==> config.mk <==
export PLATFORM = sky130hd
export DESIGN_NAME = lrou_scale
export DESIGN_NICKNAME = d
export VERILOG_FILES = /design/src/rtl/lrou_pkg.sv /design/src/rtl/lrou_scale.sv
export SDC_FILE = /design/constraint.sdc
export NUM_CORES = 2
export LEC_CHECK = 0
export BUFFER_PORTS_ARGS = -buffer_cell sky130_fd_sc_hd__buf_2
export CAP_MARGIN = 0
export CORE_ASPECT_RATIO = 1.1
export CORE_MARGIN = 2
export CORE_UTILIZATION = 45
export DETAILED_ROUTE_END_ITERATION = 6
export PLACE_DENSITY = 0.72
export SETUP_SLACK_MARGIN = 0.4
export SYNTH_ARGS = -nofsm -noshare
export SYNTH_HDL_FRONTEND = slang
export SYNTH_SLANG_ARGS = --single-unit
export TNS_END_PERCENT = 20
==> constraint.sdc <==
create_clock -name clock -period 6.6 [get_ports clock]
set_input_delay 0 -clock clock [delete_from_list [all_inputs] [get_ports clock]]
set_output_delay 0 -clock clock [all_outputs]
set_load 0.05 [all_outputs]
==> src/rtl/lrou_pkg.sv <==
`timescale 1ns / 1ps
`default_nettype none
package lrou_pkg;

   localparam int COORD_W      = 20;
   localparam int ERR_W        = 23;
   localparam int TRIG_W       = 20;
   localparam int ANGLE_W      = 16;
   localparam int RANGE_W      = 16;
   localparam int CELL_W       = 8;
   localparam int CSR_W        = 16;
   localparam int CSR_IDX_W    = 3;
   localparam int INFL_W       = 8;
   localparam int CORDIC_ITERS = 16;
   localparam int PROD1_W      = 36;
   localparam int PROD2_W      = 52;
   localparam int QUOT_W       = 29;
   localparam int RECIP_W      = 30;
   localparam int PRODQ_W      = QUOT_W + RECIP_W;
   localparam int RECIP_SHIFT  = 39;
   localparam int DIV_SHIFT    = 24;

   localparam logic signed [16:0]     PI_Q13      = 17'sd25736;
   localparam logic signed [16:0]     HALF_PI_Q13 = 17'sd12868;
   localparam logic signed [TRIG_W-1:0] CORDIC_GAIN = 20'sd39797;
   localparam logic [PROD2_W:0]       ROUND_BIAS  = 53'd8388608000;
   // ceil(2^39 / 1000): exact quotient by 1000 for any QUOT_W-bit numerator
   localparam logic [RECIP_W-1:0]     RANGE_RECIP = 30'd549755814;

   localparam logic [CSR_IDX_W-1:0] CSR_CELLS_PER_METER = 3'd0;
   localparam logic [CSR_IDX_W-1:0] CSR_MIN_RANGE       = 3'd1;
   localparam logic [CSR_IDX_W-1:0] CSR_MAX_RANGE       = 3'd2;
   localparam logic [CSR_IDX_W-1:0] CSR_INFLATE         = 3'd3;
   localparam logic [CSR_IDX_W-1:0] CSR_MIRROR_X        = 3'd4;
   localparam logic [CSR_IDX_W-1:0] CSR_OBSTACLE        = 3'd5;
   localparam logic [CSR_IDX_W-1:0] CSR_FREE            = 3'd6;

   localparam logic REQ_CAST    = 1'b0;
   localparam logic REQ_READ    = 1'b1;
   localparam logic STATUS_DONE = 1'b0;
   localparam logic STATUS_SKIP = 1'b1;

   typedef struct packed {
      logic signed [TRIG_W-1:0] sin;
      logic signed [TRIG_W-1:0] cos;
   } trig_type;

   function automatic logic [16:0] atan_q16(input logic [3:0] idx);
      logic [16:0] v;
      case (idx)
         4'd0:  v = 17'd51472;
         4'd1:  v = 17'd30385;
         4'd2:  v = 17'd16055;
         4'd3:  v = 17'd8150;
         4'd4:  v = 17'd4091;
         4'd5:  v = 17'd2047;
         4'd6:  v = 17'd1024;
         4'd7:  v = 17'd512;
         4'd8:  v = 17'd256;
         4'd9:  v = 17'd128;
         4'd10: v = 17'd64;
         4'd11: v = 17'd32;
         4'd12: v = 17'd16;
         4'd13: v = 17'd8;
         4'd14: v = 17'd4;
         default: v = 17'd2;
      endcase
      return v;
   endfunction

endpackage
`default_nettype wire

==> src/rtl/lrou_scale.sv <==
`timescale 1ns / 1ps
`default_nettype none
module lrou_scale
   import lrou_pkg::*;
(
   input  wire logic                       clock,
   input  wire logic                       reset,
   input  wire logic                       start,
   input  wire logic signed [TRIG_W-1:0]   trig_val,
   input  wire logic [RANGE_W-1:0]         range_mm,
   input  wire logic [CSR_W-1:0]           cells_per_meter,
   output      logic                       done,
   output      logic signed [COORD_W-1:0]  cells
);

   localparam logic [2:0] PH_IDLE  = 3'd0;
   localparam logic [2:0] PH_MUL1  = 3'd1;
   localparam logic [2:0] PH_MUL2  = 3'd2;
   localparam logic [2:0] PH_ROUND = 3'd3;
   localparam logic [2:0] PH_DIV   = 3'd4;

   logic [2:0]          phase_ff, phase_in;
   logic                done_ff, done_in;
   logic                neg_ff, neg_in;
   logic [TRIG_W-1:0]   mag_ff, mag_in;
   logic [PROD1_W-1:0]  p1_ff, p1_in;
   logic [PROD2_W-1:0]  p2_ff, p2_in;
   logic [QUOT_W-1:0]   num_ff, num_in;
   logic [PRODQ_W-1:0]  quot_ff, quot_in;
   logic [PROD2_W:0]    biased;

   always_comb begin
      phase_in = phase_ff;
      done_in = 1'b0;
      neg_in = neg_ff;
      mag_in = mag_ff;
      p1_in = p1_ff;
      p2_in = p2_ff;
      num_in = num_ff;
      quot_in = quot_ff;
      biased = {1'b0, p2_ff} + ROUND_BIAS;
      case (phase_ff)
         PH_IDLE: begin
            if (start) begin
               neg_in = trig_val < 0;
               mag_in = (trig_val < 0) ? TRIG_W'(-trig_val) : TRIG_W'(trig_val);
               phase_in = PH_MUL1;
            end
         end
         PH_MUL1: begin
            p1_in = PROD1_W'(mag_ff) * PROD1_W'(range_mm);
            phase_in = PH_MUL2;
         end
         PH_MUL2: begin
            p2_in = PROD2_W'(p1_ff) * PROD2_W'(cells_per_meter);
            phase_in = PH_ROUND;
         end
         PH_ROUND: begin
            num_in = biased[DIV_SHIFT +: QUOT_W];
            phase_in = PH_DIV;
         end
         PH_DIV: begin
            quot_in = PRODQ_W'(num_ff) * PRODQ_W'(RANGE_RECIP);
            phase_in = PH_IDLE;
            done_in = 1'b1;
         end
         default: phase_in = PH_IDLE;
      endcase
   end

   always_ff @(posedge clock) begin
      if (reset) begin
         phase_ff <= PH_IDLE;
         done_ff <= 1'b0;
      end else begin
         phase_ff <= phase_in;
         done_ff <= done_in;
      end
      neg_ff  <= neg_in;
      mag_ff  <= mag_in;
      p1_ff   <= p1_in;
      p2_ff   <= p2_in;
      num_ff  <= num_in;
      quot_ff <= quot_in;
   end

   assign done = done_ff;
   assign cells = neg_ff ? -$signed(quot_ff[RECIP_SHIFT +: COORD_W])
                         : $signed(quot_ff[RECIP_SHIFT +: COORD_W]);

endmodule
`default_nettype wire

==> qor.txt <==
Number of fill cells = 9108
Final Skew = 0.01242 ns
Syn_nets = 6640
Post-route DRC = 0
Min cycle time layout = 6.669 ns
Worst slew margin = 44.49%
Clock Latency Late Sink = 0.49 ns
Post-DRT Antenna Nets = 0
End of the worst register-to-register path = quot_ff[42]
Register area = 0.004104 mm2
R2R depth = 28
DIE WIDTH = 311.0 um
Num ports = 76
Max-cap viol count = 0
Placed cell count = 6616
Crit path setup slack, layout = -0.06949 ns
Most used cell, CP = buf_4
Clock Tree Buf Depth = 2
Seq/Total Area, Yosys = 8.798%
Largest net degree at the start of global routing = 37
Full die area = 0.1063 mm2
CTS tree = done
Routed WL per cell = 17.45 um
Final period utilization = 101.1%
Layout cells sized above 1 = 14.04%
Vias in the first global route = 38090
Layout net count = 7012
First-pass GRT wire length = 192600 um
Clock Sinks = 138
P&R area growth vs syn = 15.27%
WHS Path Cells = 2
Root Driver = clkbuf_16
DRT iter0 DRCs = 1785
Top-count cell post-synth = inv_1
CTS clk-pin slew, worst paths = 0.07 ns
Diode count = 0
Worst Path Required = 6.83 ns
Initial antenna violation count = 4
Starting density of the core = 45.51%
Critical Path Start Type = flip-flop
GRT Total Usage = 22.77%
Synthesized area = 0.04665 mm2
Final hold slack = 0.09527 ns
Worst Hold End = p1_ff[0]
Setup CP Type = flip-flop to flip-flop
Yosys reg bits = 138
H-tree Lvls = 4
Yosys warnings = 0
Ys flop type = edfxtp_1
Final Max Slew Viols = 0
Remaining Overflow, GRT = 0
Crit end category = flip-flop
Post-DP HPWL = 100100 um
Final Non-Filler Cells = 6760
Yosys top cell by area = fa_1
Fmax = 149.9 MHz
Top-area cell type share of the netlist area = 42.40%
Largest stage delay on the critical path = 0.51 ns
RSZ-0062 raised after global routing = yes
Final setup TNS = -0.08030 ns
Worst reg-to-reg setup slack = -0.07 ns
Placer congestion estimate = 0.9545
Async SR Flop Fraction = 0%
Die height = 341.7 um
Hold Crit Class = input pin to flip-flop
Synth unique cells = 77
Endpoints failing setup = 2
Post-Route WL = 118000 um
Crit path max fanout = 6
Worst r2r src = num_ff[17]
EDFF count, synth = 134
Via/cell ratio = 5.116
DR vias = 34580
IO Port Bufs = 75
First-pass iteration count of the detailed router = 6
Multi-input gate area = 0.03805 mm2
Avg Inst Size Synth = 9.328 um2
Final design utilization = 52.46%
Min-delay src = range_mm[0]
Core area = 0.1025 mm2
Failing checks = negative setup slack
Data arrival, critical path = 6.90 ns
Critical path's slowest cell = fa_1
Synth area leaders = fa_1, ha_1, inv_1, edfxtp_1, nand2_1
Cell Rows = 123
CTS buffer count = 17
Mapped Cells = 5001
Final Hold Vio Count = 0
Status = finished, violations left
Worst Tran Pin Value = 0.8326 ns
Top cells by count, synth = inv_1, fa_1, nand2_1
[worst max-delay path: cells and delay by family, from the launching register on]
kind	cells	cell delay, ns
buffers and inverters	12	1.29
adder cells (fa/ha/maj)	9	3.82
AO/OA/AOI/OAI	5	0.66
AND/OR/NAND/NOR	1	0.09
XOR/XNOR	1	0.07
flip-flops	1	0.50
[worst max path at each step]
| stage | from | end | slack [ns] |
|---|---|---|---|
| global route | num_ff[19] | quot_ff[42] | -0.27 |
| CTS | num_ff[19] | quot_ff[57] | -0.005 |
| finish | num_ff[17] | quot_ff[42] | -0.07 |
| global placement | num_ff[17] | quot_ff[51] | -0.23 |
| detailed placement | num_ff[17] | quot_ff[51] | -0.25 |
| floorplan | num_ff[9] | quot_ff[55] | 0.28 |
[routing by layer]
layer  global-route usage (%)  wire length [um]  vias to the layer above
li1                         -                 -                    15760
met4                    8.766              4624                        4
met2                    41.76             60660                     1052
met1                    27.04             46570                    17490
met3                    3.042              6079                      276
met5                        0                26                        -
[flip-flops by register name, indices dropped and copies added, names as in the netlist]
register,flops
done,1
mag_ff,20
neg_ff,1
num_ff,29
p1_ff,36
p2_ff,28
phase_ff,3
quot_ff,20
[through the flow]
stage / cell area (um2) / setup slack (ns)
after global placement: 50940 / -0.2290
after floorplan: 46800 / 0.2757
after global routing: 53770 / -0.2746
after detailed placement: 50940 / -0.2459
after CTS: 53190 / -0.004887
final: 53770 / -0.06949
[final cells by class]
| cell class | instances | share of cell area (%) |
|---|---|---|
| clock inverter | 13 | 0.2955 |
| inverter | 1364 | 9.522 |
| multi-input combinational | 3327 | 70.76 |
| tap | 1375 | 3.199 |
| clock buffer | 18 | 0.7981 |
| timing repair buffer | 525 | 7.793 |
| sequential | 138 | 7.632 |
[kinds of logic (layout without fill, tap and decap cells)]
| group | Yosys count | after routing | synth area share (%) |
|---|---|---|---|
| flops | 138 | 138 | 8.798 |
| compound gates | 395 | 395 | 5.509 |
| simple gates | 1210 | 1210 | 12.30 |
| buf+inv | 1536 | 1920 | 12.42 |
| fa+ha+maj | 1584 | 1584 | 58.39 |
| xor+xnor | 138 | 138 | 2.591 |
[layout by cell type, fill, tap and decap left out, types with 9 or more instances in the layout]
cell,count
inv_1,1352
fa_1,967
nand2_1,675
ha_1,552
buf_4,355
and2_1,296
edfxtp_1,134
xnor2_1,100
a21oi_1,84
buf_2,75
a21o_1,56
buf_6,51
nor2_1,50
o21ai_0,48
ha_4,39
xor2_1,34
nand4_1,32
dlygate4sd3_1,30
a21oi_2,28
nand3_1,26
fa_2,21
o21bai_1,20
o21ai_1,18
clkbuf_16,17
nand2b_1,16
o21ai_2,13
a211oi_1,13
buf_12,13
inv_2,12
and2_4,11
nor2b_1,11
nor3_1,11
o211ai_1,10
o31ai_1,10
a31oi_1,9
[repair_timing]
item                       in CTS  in global routing
setup endpoints to repair      55                 56
hold endpoints to repair       25                  0
cloned                          1                  0
buffers inserted               76                  6
hold buffers                   30                  0
pin swaps                     125                 93
resized for setup             167                121
Power is not shown: default switching activity piles up to over one toggle a cycle in this logic, so the estimate is an artifact.
