## config.mk

```make
export PLATFORM = sky130hd
export DESIGN_NAME = lrou_cordic
export DESIGN_NICKNAME = d
export VERILOG_FILES = /design/src/rtl/lrou_pkg.sv /design/src/rtl/lrou_cordic.sv
export SDC_FILE = /design/constraint.sdc
export NUM_CORES = 1
export LEC_CHECK = 0
export BUFFER_PORTS_ARGS = -buffer_cell sky130_fd_sc_hd__clkbuf_2
export CAP_MARGIN = 10
export CORE_MARGIN = 8
export CORE_UTILIZATION = 60
export DETAILED_ROUTE_END_ITERATION = 10
export GPL_ROUTABILITY_DRIVEN = 0
export PLACE_DENSITY = 0.83
export SETUP_SLACK_MARGIN = 0.3
export SLEW_MARGIN = 20
export SYNTH_ARGS = -nofsm -noshare
export SYNTH_HDL_FRONTEND = slang
export SYNTH_SLANG_ARGS = --single-unit
```

## constraint.sdc

```tcl
create_clock -name clock -period 5.41 [get_ports clock]
set_clock_uncertainty 0.1 [all_clocks]
set_input_delay 1.082 -clock clock [delete_from_list [all_inputs] [get_ports clock]]
set_output_delay 1.082 -clock clock [all_outputs]
set_load 0.1 [all_outputs]
```

## src/rtl/lrou_pkg.sv

```systemverilog
`timescale 1ns / 1ps
`default_nettype none
package lrou_pkg;

   localparam int COORD_W      = 20;
   localparam int ERR_W        = 23;
   localparam int TRIG_W       = 20;
   localparam int ANGLE_W      = 16;
   localparam int RANGE_W      = 16;
   localparam int CELL_W       = 8;
   localparam int CSR_W        = 16;
   localparam int CSR_IDX_W    = 3;
   localparam int INFL_W       = 8;
   localparam int CORDIC_ITERS = 16;
   localparam int PROD1_W      = 36;
   localparam int PROD2_W      = 52;
   localparam int QUOT_W       = 29;
   localparam int RECIP_W      = 30;
   localparam int PRODQ_W      = QUOT_W + RECIP_W;
   localparam int RECIP_SHIFT  = 39;
   localparam int DIV_SHIFT    = 24;

   localparam logic signed [16:0]     PI_Q13      = 17'sd25736;
   localparam logic signed [16:0]     HALF_PI_Q13 = 17'sd12868;
   localparam logic signed [TRIG_W-1:0] CORDIC_GAIN = 20'sd39797;
   localparam logic [PROD2_W:0]       ROUND_BIAS  = 53'd8388608000;
   // ceil(2^39 / 1000): exact quotient by 1000 for any QUOT_W-bit numerator
   localparam logic [RECIP_W-1:0]     RANGE_RECIP = 30'd549755814;

   localparam logic [CSR_IDX_W-1:0] CSR_CELLS_PER_METER = 3'd0;
   localparam logic [CSR_IDX_W-1:0] CSR_MIN_RANGE       = 3'd1;
   localparam logic [CSR_IDX_W-1:0] CSR_MAX_RANGE       = 3'd2;
   localparam logic [CSR_IDX_W-1:0] CSR_INFLATE         = 3'd3;
   localparam logic [CSR_IDX_W-1:0] CSR_MIRROR_X        = 3'd4;
   localparam logic [CSR_IDX_W-1:0] CSR_OBSTACLE        = 3'd5;
   localparam logic [CSR_IDX_W-1:0] CSR_FREE            = 3'd6;

   localparam logic REQ_CAST    = 1'b0;
   localparam logic REQ_READ    = 1'b1;
   localparam logic STATUS_DONE = 1'b0;
   localparam logic STATUS_SKIP = 1'b1;

   typedef struct packed {
      logic signed [TRIG_W-1:0] sin;
      logic signed [TRIG_W-1:0] cos;
   } trig_type;

   function automatic logic [16:0] atan_q16(input logic [3:0] idx);
      logic [16:0] v;
      case (idx)
         4'd0:  v = 17'd51472;
         4'd1:  v = 17'd30385;
         4'd2:  v = 17'd16055;
         4'd3:  v = 17'd8150;
         4'd4:  v = 17'd4091;
         4'd5:  v = 17'd2047;
         4'd6:  v = 17'd1024;
         4'd7:  v = 17'd512;
         4'd8:  v = 17'd256;
         4'd9:  v = 17'd128;
         4'd10: v = 17'd64;
         4'd11: v = 17'd32;
         4'd12: v = 17'd16;
         4'd13: v = 17'd8;
         4'd14: v = 17'd4;
         default: v = 17'd2;
      endcase
      return v;
   endfunction

endpackage
`default_nettype wire

```

## src/rtl/lrou_cordic.sv

```systemverilog
`timescale 1ns / 1ps
`default_nettype none
module lrou_cordic
   import lrou_pkg::*;
(
   input  wire logic                      clock,
   input  wire logic                      reset,
   input  wire logic                      start,
   input  wire logic signed [ANGLE_W-1:0] angle,
   output      logic                      done,
   output      trig_type                  trig
);

   logic                     busy_ff, busy_in;
   logic                     done_ff, done_in;
   logic [3:0]               iter_ff, iter_in;
   logic                     neg_ff, neg_in;
   logic signed [TRIG_W-1:0] x_ff, x_in, y_ff, y_in, z_ff, z_in;
   logic signed [16:0]       a_ext, a_red;
   logic signed [TRIG_W-1:0] xs, ys, at;

   always_comb begin
      a_ext = 17'(angle);
      a_red = a_ext;
      neg_in = neg_ff;
      if (a_ext > HALF_PI_Q13) begin
         a_red = a_ext - PI_Q13;
      end else if (a_ext < -HALF_PI_Q13) begin
         a_red = a_ext + PI_Q13;
      end
      xs = x_ff >>> iter_ff;
      ys = y_ff >>> iter_ff;
      at = TRIG_W'(atan_q16(iter_ff));
      busy_in = busy_ff;
      done_in = 1'b0;
      iter_in = iter_ff;
      x_in = x_ff;
      y_in = y_ff;
      z_in = z_ff;
      if (start) begin
         busy_in = 1'b1;
         iter_in = '0;
         neg_in = (a_ext > HALF_PI_Q13) || (a_ext < -HALF_PI_Q13);
         x_in = CORDIC_GAIN;
         y_in = '0;
         z_in = {a_red, 3'b000};
      end else if (busy_ff) begin
         if (z_ff >= 0) begin
            x_in = x_ff - ys;
            y_in = y_ff + xs;
            z_in = z_ff - at;
         end else begin
            x_in = x_ff + ys;
            y_in = y_ff - xs;
            z_in = z_ff + at;
         end
         iter_in = iter_ff + 4'd1;
         if (iter_ff == 4'(CORDIC_ITERS - 1)) begin
            busy_in = 1'b0;
            done_in = 1'b1;
         end
      end
   end

   always_ff @(posedge clock) begin
      if (reset) begin
         busy_ff <= 1'b0;
         done_ff <= 1'b0;
         iter_ff <= '0;
      end else begin
         busy_ff <= busy_in;
         done_ff <= done_in;
         iter_ff <= iter_in;
      end
      neg_ff <= neg_in;
      x_ff   <= x_in;
      y_ff   <= y_in;
      z_ff   <= z_in;
   end

   assign done = done_ff;
   assign trig.sin = neg_ff ? -y_ff : y_ff;
   assign trig.cos = neg_ff ? -x_ff : x_ff;

endmodule
`default_nettype wire

```

==> results of run 1 <==
-- registers in the layout, indices dropped and copies added, names as in the netlist --
signal,cells
y_ff,20
x_ff,20
busy_ff,1
z_ff,20
neg_ff,1
at,16
iter_ff,4
done,1
-- final cells by class --
type	count	share of cell area
clock inverter	4	0.00476
sequential	83	0.160
multi-input combinational	1072	0.706
inverter	49	0.0159
clock buffer	12	0.0232
timing repair buffer	117	0.0655
tap	225	0.0244
-- cells by family (layout without fill, tap and decap cells) --
family / after synthesis / after routing / synth area share
AND/OR/NAND/NOR: 383 / 383 / 0.175
AO/OA/AOI/OAI: 377 / 377 / 0.239
buffers and inverters: 146 / 182 / 0.0569
XOR/XNOR: 133 / 133 / 0.110
multiplexers: 100 / 100 / 0.148
flip-flops: 83 / 83 / 0.175
adder cells (fa/ha/maj): 79 / 79 / 0.0958
-- Yosys cell counts, types with 8 or more instances --
cell / n
ha_1: 76
or4_1: 9
edfxtp_1: 18
mux2_2: 20
and3_1: 13
o21ai_0: 93
mux2i_1: 38
o31ai_1: 31
clkbuf_1: 64
nand2_1: 120
xor2_1: 53
xnor2_1: 80
dfxtp_1: 65
mux4_2: 40
o21a_1: 23
nand3_1: 28
or3_1: 13
buf_2: 11
nand2b_1: 12
o22ai_1: 17
o31a_1: 8
a21oi_1: 68
nor2b_1: 15
a211oi_1: 14
or2_2: 15
buf_1: 14
nor3_1: 30
inv_1: 46
a31oi_1: 13
nor2_1: 100
a21o_1: 21
-- worst max-delay path by stage --
stage | start | end
detailed placement | iter_ff[0]$_SDFFE_PP0P_ | x_ff[19]$_SDFFE_PP0P_
global placement | iter_ff[1]$_SDFFE_PP0P_ | y_ff[19]$_SDFFE_PP0P_
finish | iter_ff[1]$_SDFFE_PP0P_ | x_ff[19]$_SDFFE_PP0P_
global route | iter_ff[1]$_SDFFE_PP0P_ | x_ff[19]$_SDFFE_PP0P_
CTS | iter_ff[1]$_SDFFE_PP0P_ | y_ff[19]$_SDFFE_PP0P_
floorplan | iter_ff[1]$_SDFFE_PP0P_ | x_ff[15]$_SDFFE_PP1P_
-- power breakdown --
group	internal, uW	switching, uW	leakage (uW)	total, uW
registers	769	247	0.000723	1020
clock network	402	289	0.000155	690
logic	1840	3580	0.00382	5420
total	3010	4110	0.00470	7120
-- worst register-to-register path, cell delays in order (launching register included) --
cell	delay (ns)
dfxtp_4	0.41
buf_12	0.27
mux4_2	0.42
o211a_1	0.25
a221oi_2	0.24
or3b_1	0.43
or2_2	0.32
or2_2	0.32
nor4_1	0.23
a21oi_1	0.07
a2bb2oi_1	0.14
ha_1	0.34
and3_1	0.23
nand2_1	0.09
a311oi_2	0.34
o31ai_2	0.15
a2111o_1	0.38
a21o_1	0.17
a21oi_2	0.12
-- per-stage QoR --
step	total power [uW]	instances	cell area, um^2
5_1_grt	7520	1562	11600
2_1_floorplan	5200	1301	10500
4_1_cts	6970	1556	11500
6_report	7120	1562	11600
3_5_place_dp	6240	1540	11100
3_3_place_gp	6130	1540	11100
-- cells in the final DEF, fill, tap and decap left out, types with 20 or more instances in the layout --
| cell | instances |
|---|---|
| xnor2_1 | 80 |
| mux2_2 | 20 |
| nor2_1 | 100 |
| ha_1 | 74 |
| buf_4 | 54 |
| dfxtp_1 | 62 |
| xor2_1 | 53 |
| mux2i_1 | 38 |
| o21a_1 | 23 |
| clkbuf_2 | 59 |
| o31ai_1 | 30 |
| a21o_1 | 21 |
| a21oi_1 | 66 |
| nor3_1 | 30 |
| inv_1 | 46 |
| nand3_1 | 28 |
| nand2_1 | 120 |
| mux4_2 | 40 |
| o21ai_0 | 90 |
-- repair_timing --
item,in CTS,in global routing
gates resized for setup,8,12
pin swaps,0,2
setup endpoints to repair,3,4
setup buffers,0,6
-- layer usage --
metal / vias up / GRT usage / part of all wire / wire length [um]
met5: - / 0 / 0 / 0
met1: 4918 / 0.331 / 0.39 / 12400
met2: 554 / 0.467 / 0.47 / 15000
met4: 0 / 0.158 / 0.052 / 1640
met3: 131 / 0.0435 / 0.081 / 2550
li1: 4861 / - / - / -
==> impl_metrics.py, run 1 <==
metrics = {
    "synth": {
        "ys_warn_count": 0,
        "synth_area_per_cell_um2": 8.11,
        "synthArstFlopShare": 0,
        "yosysTopAreaCell": "dfxtp_1",
        "synth_area_leaders": "dfxtp_1, ha_1, mux4_2, xnor2_1, edfxtp_1",
        "ys_types": 84,
        "seq_area_frac_synth": 0.175,
        "synth-edff-count": 18,
        "syn-num-nets": 1399,
        "syn_area_mm2": 0.0105,
        "ys_ff_latch": 83,
        "syn_inst": 1301,
        "ys.flop_type": "dfxtp_1",
        "synth.top_cell.area_share": 0.123,
    },
    "clocking": {
        "cts_tree": "yes",
        "htree_levels": 3,
        "clock_path_buffers": 2,
        "cts_buffers": 9,
        "cts-root-buf": "clkbuf_16",
        "ctsHoldBuffers": 0,
        "worstSkewPairLatency_ns": 0.36,
        "clkTransAtPathRegs_ns": 0.07,
        "cts.sinks": 83,
    },
    "placed_design": {
        "port_buffers": 59,
        "place_hpwl_mm": 23.4,
        "dp_slack_ns": 0.175,
    },
    "layout": {
        "fillCellCount": 1396,
        "ff_latch_area_mm2": 0.00185,
        "nets": 1430,
        "multi_input_area_mm2": 0.00816,
        "area_growth_pct": 9.57,
        "n_antenna_cell": 0,
        "final_core_util": 0.671,
        "drive_above_1_share": 0.177,
    },
    "global_route": {
        "grt_start_max_net_pins": 55,
        "grt_pass1_wl_mm": 50.1,
        "first_global_vias": 10034,
        "track_usage": 0.278,
        "antenna_found_initial": 0,
        "grt_overflow": 0,
    },
    "power_and_ir_drop": {
        "powerDensity_mw_per_mm2": 616,
        "leakage_uw": 0.00470,
        "ir_worst_vdd_mv": 0.652,
    },
    "floorplanning": {
        "die_y_um": 149,
        "io_pins": 60,
        "die_x_um": 149,
        "die_area_mm2": 0.0221,
        "start_util": 0.612,
        "core_mm2": 0.0172,
        "placementRows": 48,
    },
    "worst_setup_path": {
        "worst_r2r_endpoint": "x_ff[19]$_SDFFE_PP0P_",
        "worst-path-buf-inv": 1,
        "cp.depth": 18,
        "critical_path_class": "reg -> reg",
        "critPathMaxStageDelay_ns": 0.43,
        "cp_top_family": "compound AO/OA/AOI/OAI gates",
        "cp_max_fo": 47,
        "path_cells": "buf_12 -> mux4_2 -> o211a_1 -> a221oi_2 -> or3b_1 -> or2_2 -> or2_2 -> nor4_1 -> a21oi_1 -> a2bb2oi_1 -> ha_1 -> and3_1 -> nand2_1 -> a311oi_2 -> o31ai_2 -> a2111o_1 -> a21o_1 -> a21oi_2",
        "crit_path_end_kind": "flop",
        "worst-endpoint-required_ns": 5.61,
        "crit_path_top_delay_cell": "or3b_1",
        "arrival_ns": 5.27,
        "cp_common_cell": "or2_2",
        "startpoint_type": "flop",
        "r2r_cells": 18,
        "ff2ff_setup_slack_ns": 0.34,
        "regToRegStartpoint": "iter_ff[1]$_SDFFE_PP0P_",
    },
    "outcome": {
        "outcome": "finished, final reports clean",
    },
    "sta": {
        "fin_ws_ns": 0.339,
        "holdWs_ns": 0.400,
        "setup_viol": 0,
        "rsz0062_at_grt": "yes",
        "worst_pin_slew_ns": 1.02,
        "min_period_over_period": 0.937,
        "hold_violations": 0,
        "relSlewSlack": 0.320,
        "fmax_mhz": 197,
        "tns_ns": 0,
        "final_max_slew_viol_count": 0,
        "post-route-min-period_ns": 5.07,
    },
    "route": {
        "wl_per_cell_um": 20.2,
        "drtAntennaViolNets": 0,
        "first_iter_violations": 1073,
        "num_vias": 10464,
        "wirelength_mm": 31.6,
        "drc": 0,
        "viasPerCell": 6.70,
        "first_pass_iters": 7,
    },
    "min_path": {
        "min_path_cells": 2,
        "hold_path_startpoint": "z_ff[0]$_SDFFE_PP0P_",
        "min_path_type": "reg -> reg",
        "whs_endpoint": "z_ff[0]$_SDFFE_PP0P_",
    },
    "job": {
        "drv_cap": 0,
    },
}
Power figures use the tool's default switching activity.
==> inputs of run 2 (changes only) <==
- ABC_AREA: default -> 1
==> impl_metrics.py, run 2 <==
metrics = {
    "outcome": {
        "outcome": "finished, final reports clean",
    },
    "global_route": {
        "grt_start_max_net_pins": 43,
        "grt_pass1_wl_mm": 48.4,
        "grt_overflow": 0,
        "first_global_vias": 10324,
        "antenna_found_initial": 0,
        "track_usage": 0.268,
    },
    "worst_setup_path": {
        "ff2ff_setup_slack_ns": 0.94,
        "worst-endpoint-required_ns": 5.55,
        "startpoint_type": "flop",
        "critical_path_class": "reg -> reg",
        "r2r_cells": 29,
        "critPathMaxStageDelay_ns": 0.37,
        "regToRegStartpoint": "iter_ff[0]$_SDFFE_PP0P_",
        "worst_r2r_endpoint": "y_ff[16]$_SDFFE_PP0P_",
        "crit_path_end_kind": "flop",
        "cp_max_fo": 40,
        "crit_path_top_delay_cell": "inv_4",
        "arrival_ns": 4.60,
        "cp_common_cell": "nand2_1",
    },
    "clocking": {
        "worstSkewPairLatency_ns": 0.36,
        "clock_path_buffers": 2,
        "cts.repair.resized": 0,
        "cts.sinks": 83,
        "cts_tree": "yes",
        "htree_levels": 3,
        "ctsHoldBuffers": 0,
        "cts_buffers": 9,
        "clkTransAtPathRegs_ns": 0.07,
        "cts-root-buf": "clkbuf_16",
        "post-cts-setup-buffer-count": 0,
    },
    "synth": {
        "synth-edff-count": 18,
        "syn_area_mm2": 0.0102,
        "ys_ff_latch": 83,
        "synth.top_cell.area_share": 0.143,
        "synth_area_leaders": "nand2_1, dfxtp_1, nand3_1, ha_1, xor2_1",
        "seq_area_frac_synth": 0.181,
        "syn_inst": 1644,
        "syn-num-nets": 1742,
        "synthArstFlopShare": 0,
        "ys.flop_type": "dfxtp_1",
        "yosysTopAreaCell": "nand2_1",
        "ys_types": 50,
        "synth_most_common_cell": "nand2_1",
        "yosys-top-cells-count": "nand2_1, nand3_1, inv_1",
        "ys_warn_count": 0,
        "synth_area_per_cell_um2": 6.20,
    },
    "sta": {
        "min_period_over_period": 0.826,
        "hold_violations": 0,
        "fmax_mhz": 224,
        "setup_viol": 0,
        "final_max_slew_viol_count": 0,
        "post-route-min-period_ns": 4.47,
        "holdWs_ns": 0.389,
        "rsz0062_at_grt": "no",
        "relSlewSlack": 0.412,
        "tns_ns": 0,
        "worst_pin_slew_ns": 0.882,
        "fin_ws_ns": 0.944,
    },
    "job": {
        "drv_cap": 0,
    },
    "placed_design": {
        "dpl_cell_area_mm2": 0.0106,
        "place_hpwl_mm": 22.7,
        "dp_slack_ns": 1.10,
        "port_buffers": 59,
        "placed_cells": 1879,
    },
    "route": {
        "viasPerCell": 5.91,
        "first_pass_iters": 6,
        "wl_per_cell_um": 15.6,
        "drc": 0,
        "num_vias": 11191,
        "drtAntennaViolNets": 0,
        "wirelength_mm": 29.6,
        "first_iter_violations": 990,
    },
    "layout": {
        "fillCellCount": 1518,
        "fin_cells": 1895,
        "mostFrequentLayoutCells": "nand2_1, nand3_1, inv_1",
        "largestRegisters": "x_ff: 20 flops, y_ff: 20 flops, z_ff: 20 flops",
        "nets": 1768,
        "fin_area_mm2": 0.0109,
        "n_antenna_cell": 0,
        "area_growth_pct": 6.64,
        "layout_commonest_cell": "nand2_1",
        "drive_above_1_share": 0.0967,
    },
    "floorplanning": {
        "die_y_um": 146,
        "die_x_um": 146,
        "core_mm2": 0.0166,
        "placementRows": 47,
        "io_pins": 60,
        "start_util": 0.614,
        "die_area_mm2": 0.0214,
    },
    "min_path": {
        "min_path_type": "reg -> reg",
        "min_path_cells": 2,
        "hold_path_startpoint": "z_ff[0]$_SDFFE_PP0P_",
        "whs_endpoint": "z_ff[0]$_SDFFE_PP0P_",
    },
    "power_and_ir_drop": {
        "powerDensity_mw_per_mm2": 656,
        "leakage_uw": 0.00539,
        "ir_worst_vdd_mv": 0.618,
    },
}
[run 2: cell types whose count changed in the layout (fill, tap and decap cells not counted), sizes merged, moves of 24 or more]
cell and delta:
xnor2 -55, inv +138, a21oi +39, xor2 +36, buf -42, mux4 -42, o21ai +24, mux2i -38
nand3 +199, nand2 +290
[run 2: cell families after synthesis]
family,count (synthesis),synth area share
simple gates,833,0.366
compound gates,290,0.156
buf+inv,245,0.101
xor+xnor,114,0.0980
flops,83,0.181
fa+ha+maj,79,0.0992
[run 2: per-layer routing]
metal  up-vias  wire length (um)  GRT usage
met5         -                 0          0
met1      5063             12600      0.328
met3       106              2070     0.0362
li1       5550                 -          -
met4         0              1300      0.135
met2       472             13700      0.453
[run 2: stage by stage]
step	total power (uW)	utilization
after floorplan	5410	-
after global placement	6290	0.636
final	7130	0.655
after global routing	7660	0.655
after detailed placement	6380	0.636
after CTS	7070	0.655
[run 2: how the worst max path moves through the flow]
| stage | startpoint | to | slack [ns] |
|---|---|---|---|
| after global placement | iter_ff[0]$_SDFFE_PP0P_ | y_ff[19]$_SDFFE_PP0P_ | 1.21 |
| final | iter_ff[0]$_SDFFE_PP0P_ | y_ff[16]$_SDFFE_PP0P_ | 0.94 |
| after global routing | iter_ff[0]$_SDFFE_PP0P_ | y_ff[17]$_SDFFE_PP0P_ | 0.42 |
| after CTS | iter_ff[0]$_SDFFE_PP0P_ | y_ff[16]$_SDFFE_PP0P_ | 1.02 |
| after detailed placement | iter_ff[0]$_SDFFE_PP0P_ | y_ff[19]$_SDFFE_PP0P_ | 1.10 |
| after floorplan | x_ff[1]$_SDFFE_PP0P_ | trig[18] | 1.16 |
[run 2: power breakdown]
group	switching (uW)	internal, uW	total (uW)	leakage (uW)
Clock	296	366	662	0.000153
Combinational	3890	1490	5380	0.00452
Sequential	306	786	1090	0.000721
Total	4490	2650	7130	0.00539
[run 2: critical path: cells and delay by family, from the launching register on]
family	cells	cell delay (ns)
flip-flops	1	0.31
adder cells (fa/ha/maj)	2	0.50
AND/OR/NAND/NOR	15	1.61
AO/OA/AOI/OAI	5	0.72
XOR/XNOR	1	0.22
buffers and inverters	6	0.86
[run 2: area by class of cell]
class                           count  area (um^2)  share of cell area
Multi-Input combinational cell   1316         7320               0.674
Sequential cell                    83         1840               0.170
Inverter                          185          697              0.0641
Timing Repair Buffer               75          415              0.0382
Tap cell                          220          275              0.0253
Clock buffer                        9          225              0.0207
Clock inverter                      7         86.3             0.00795
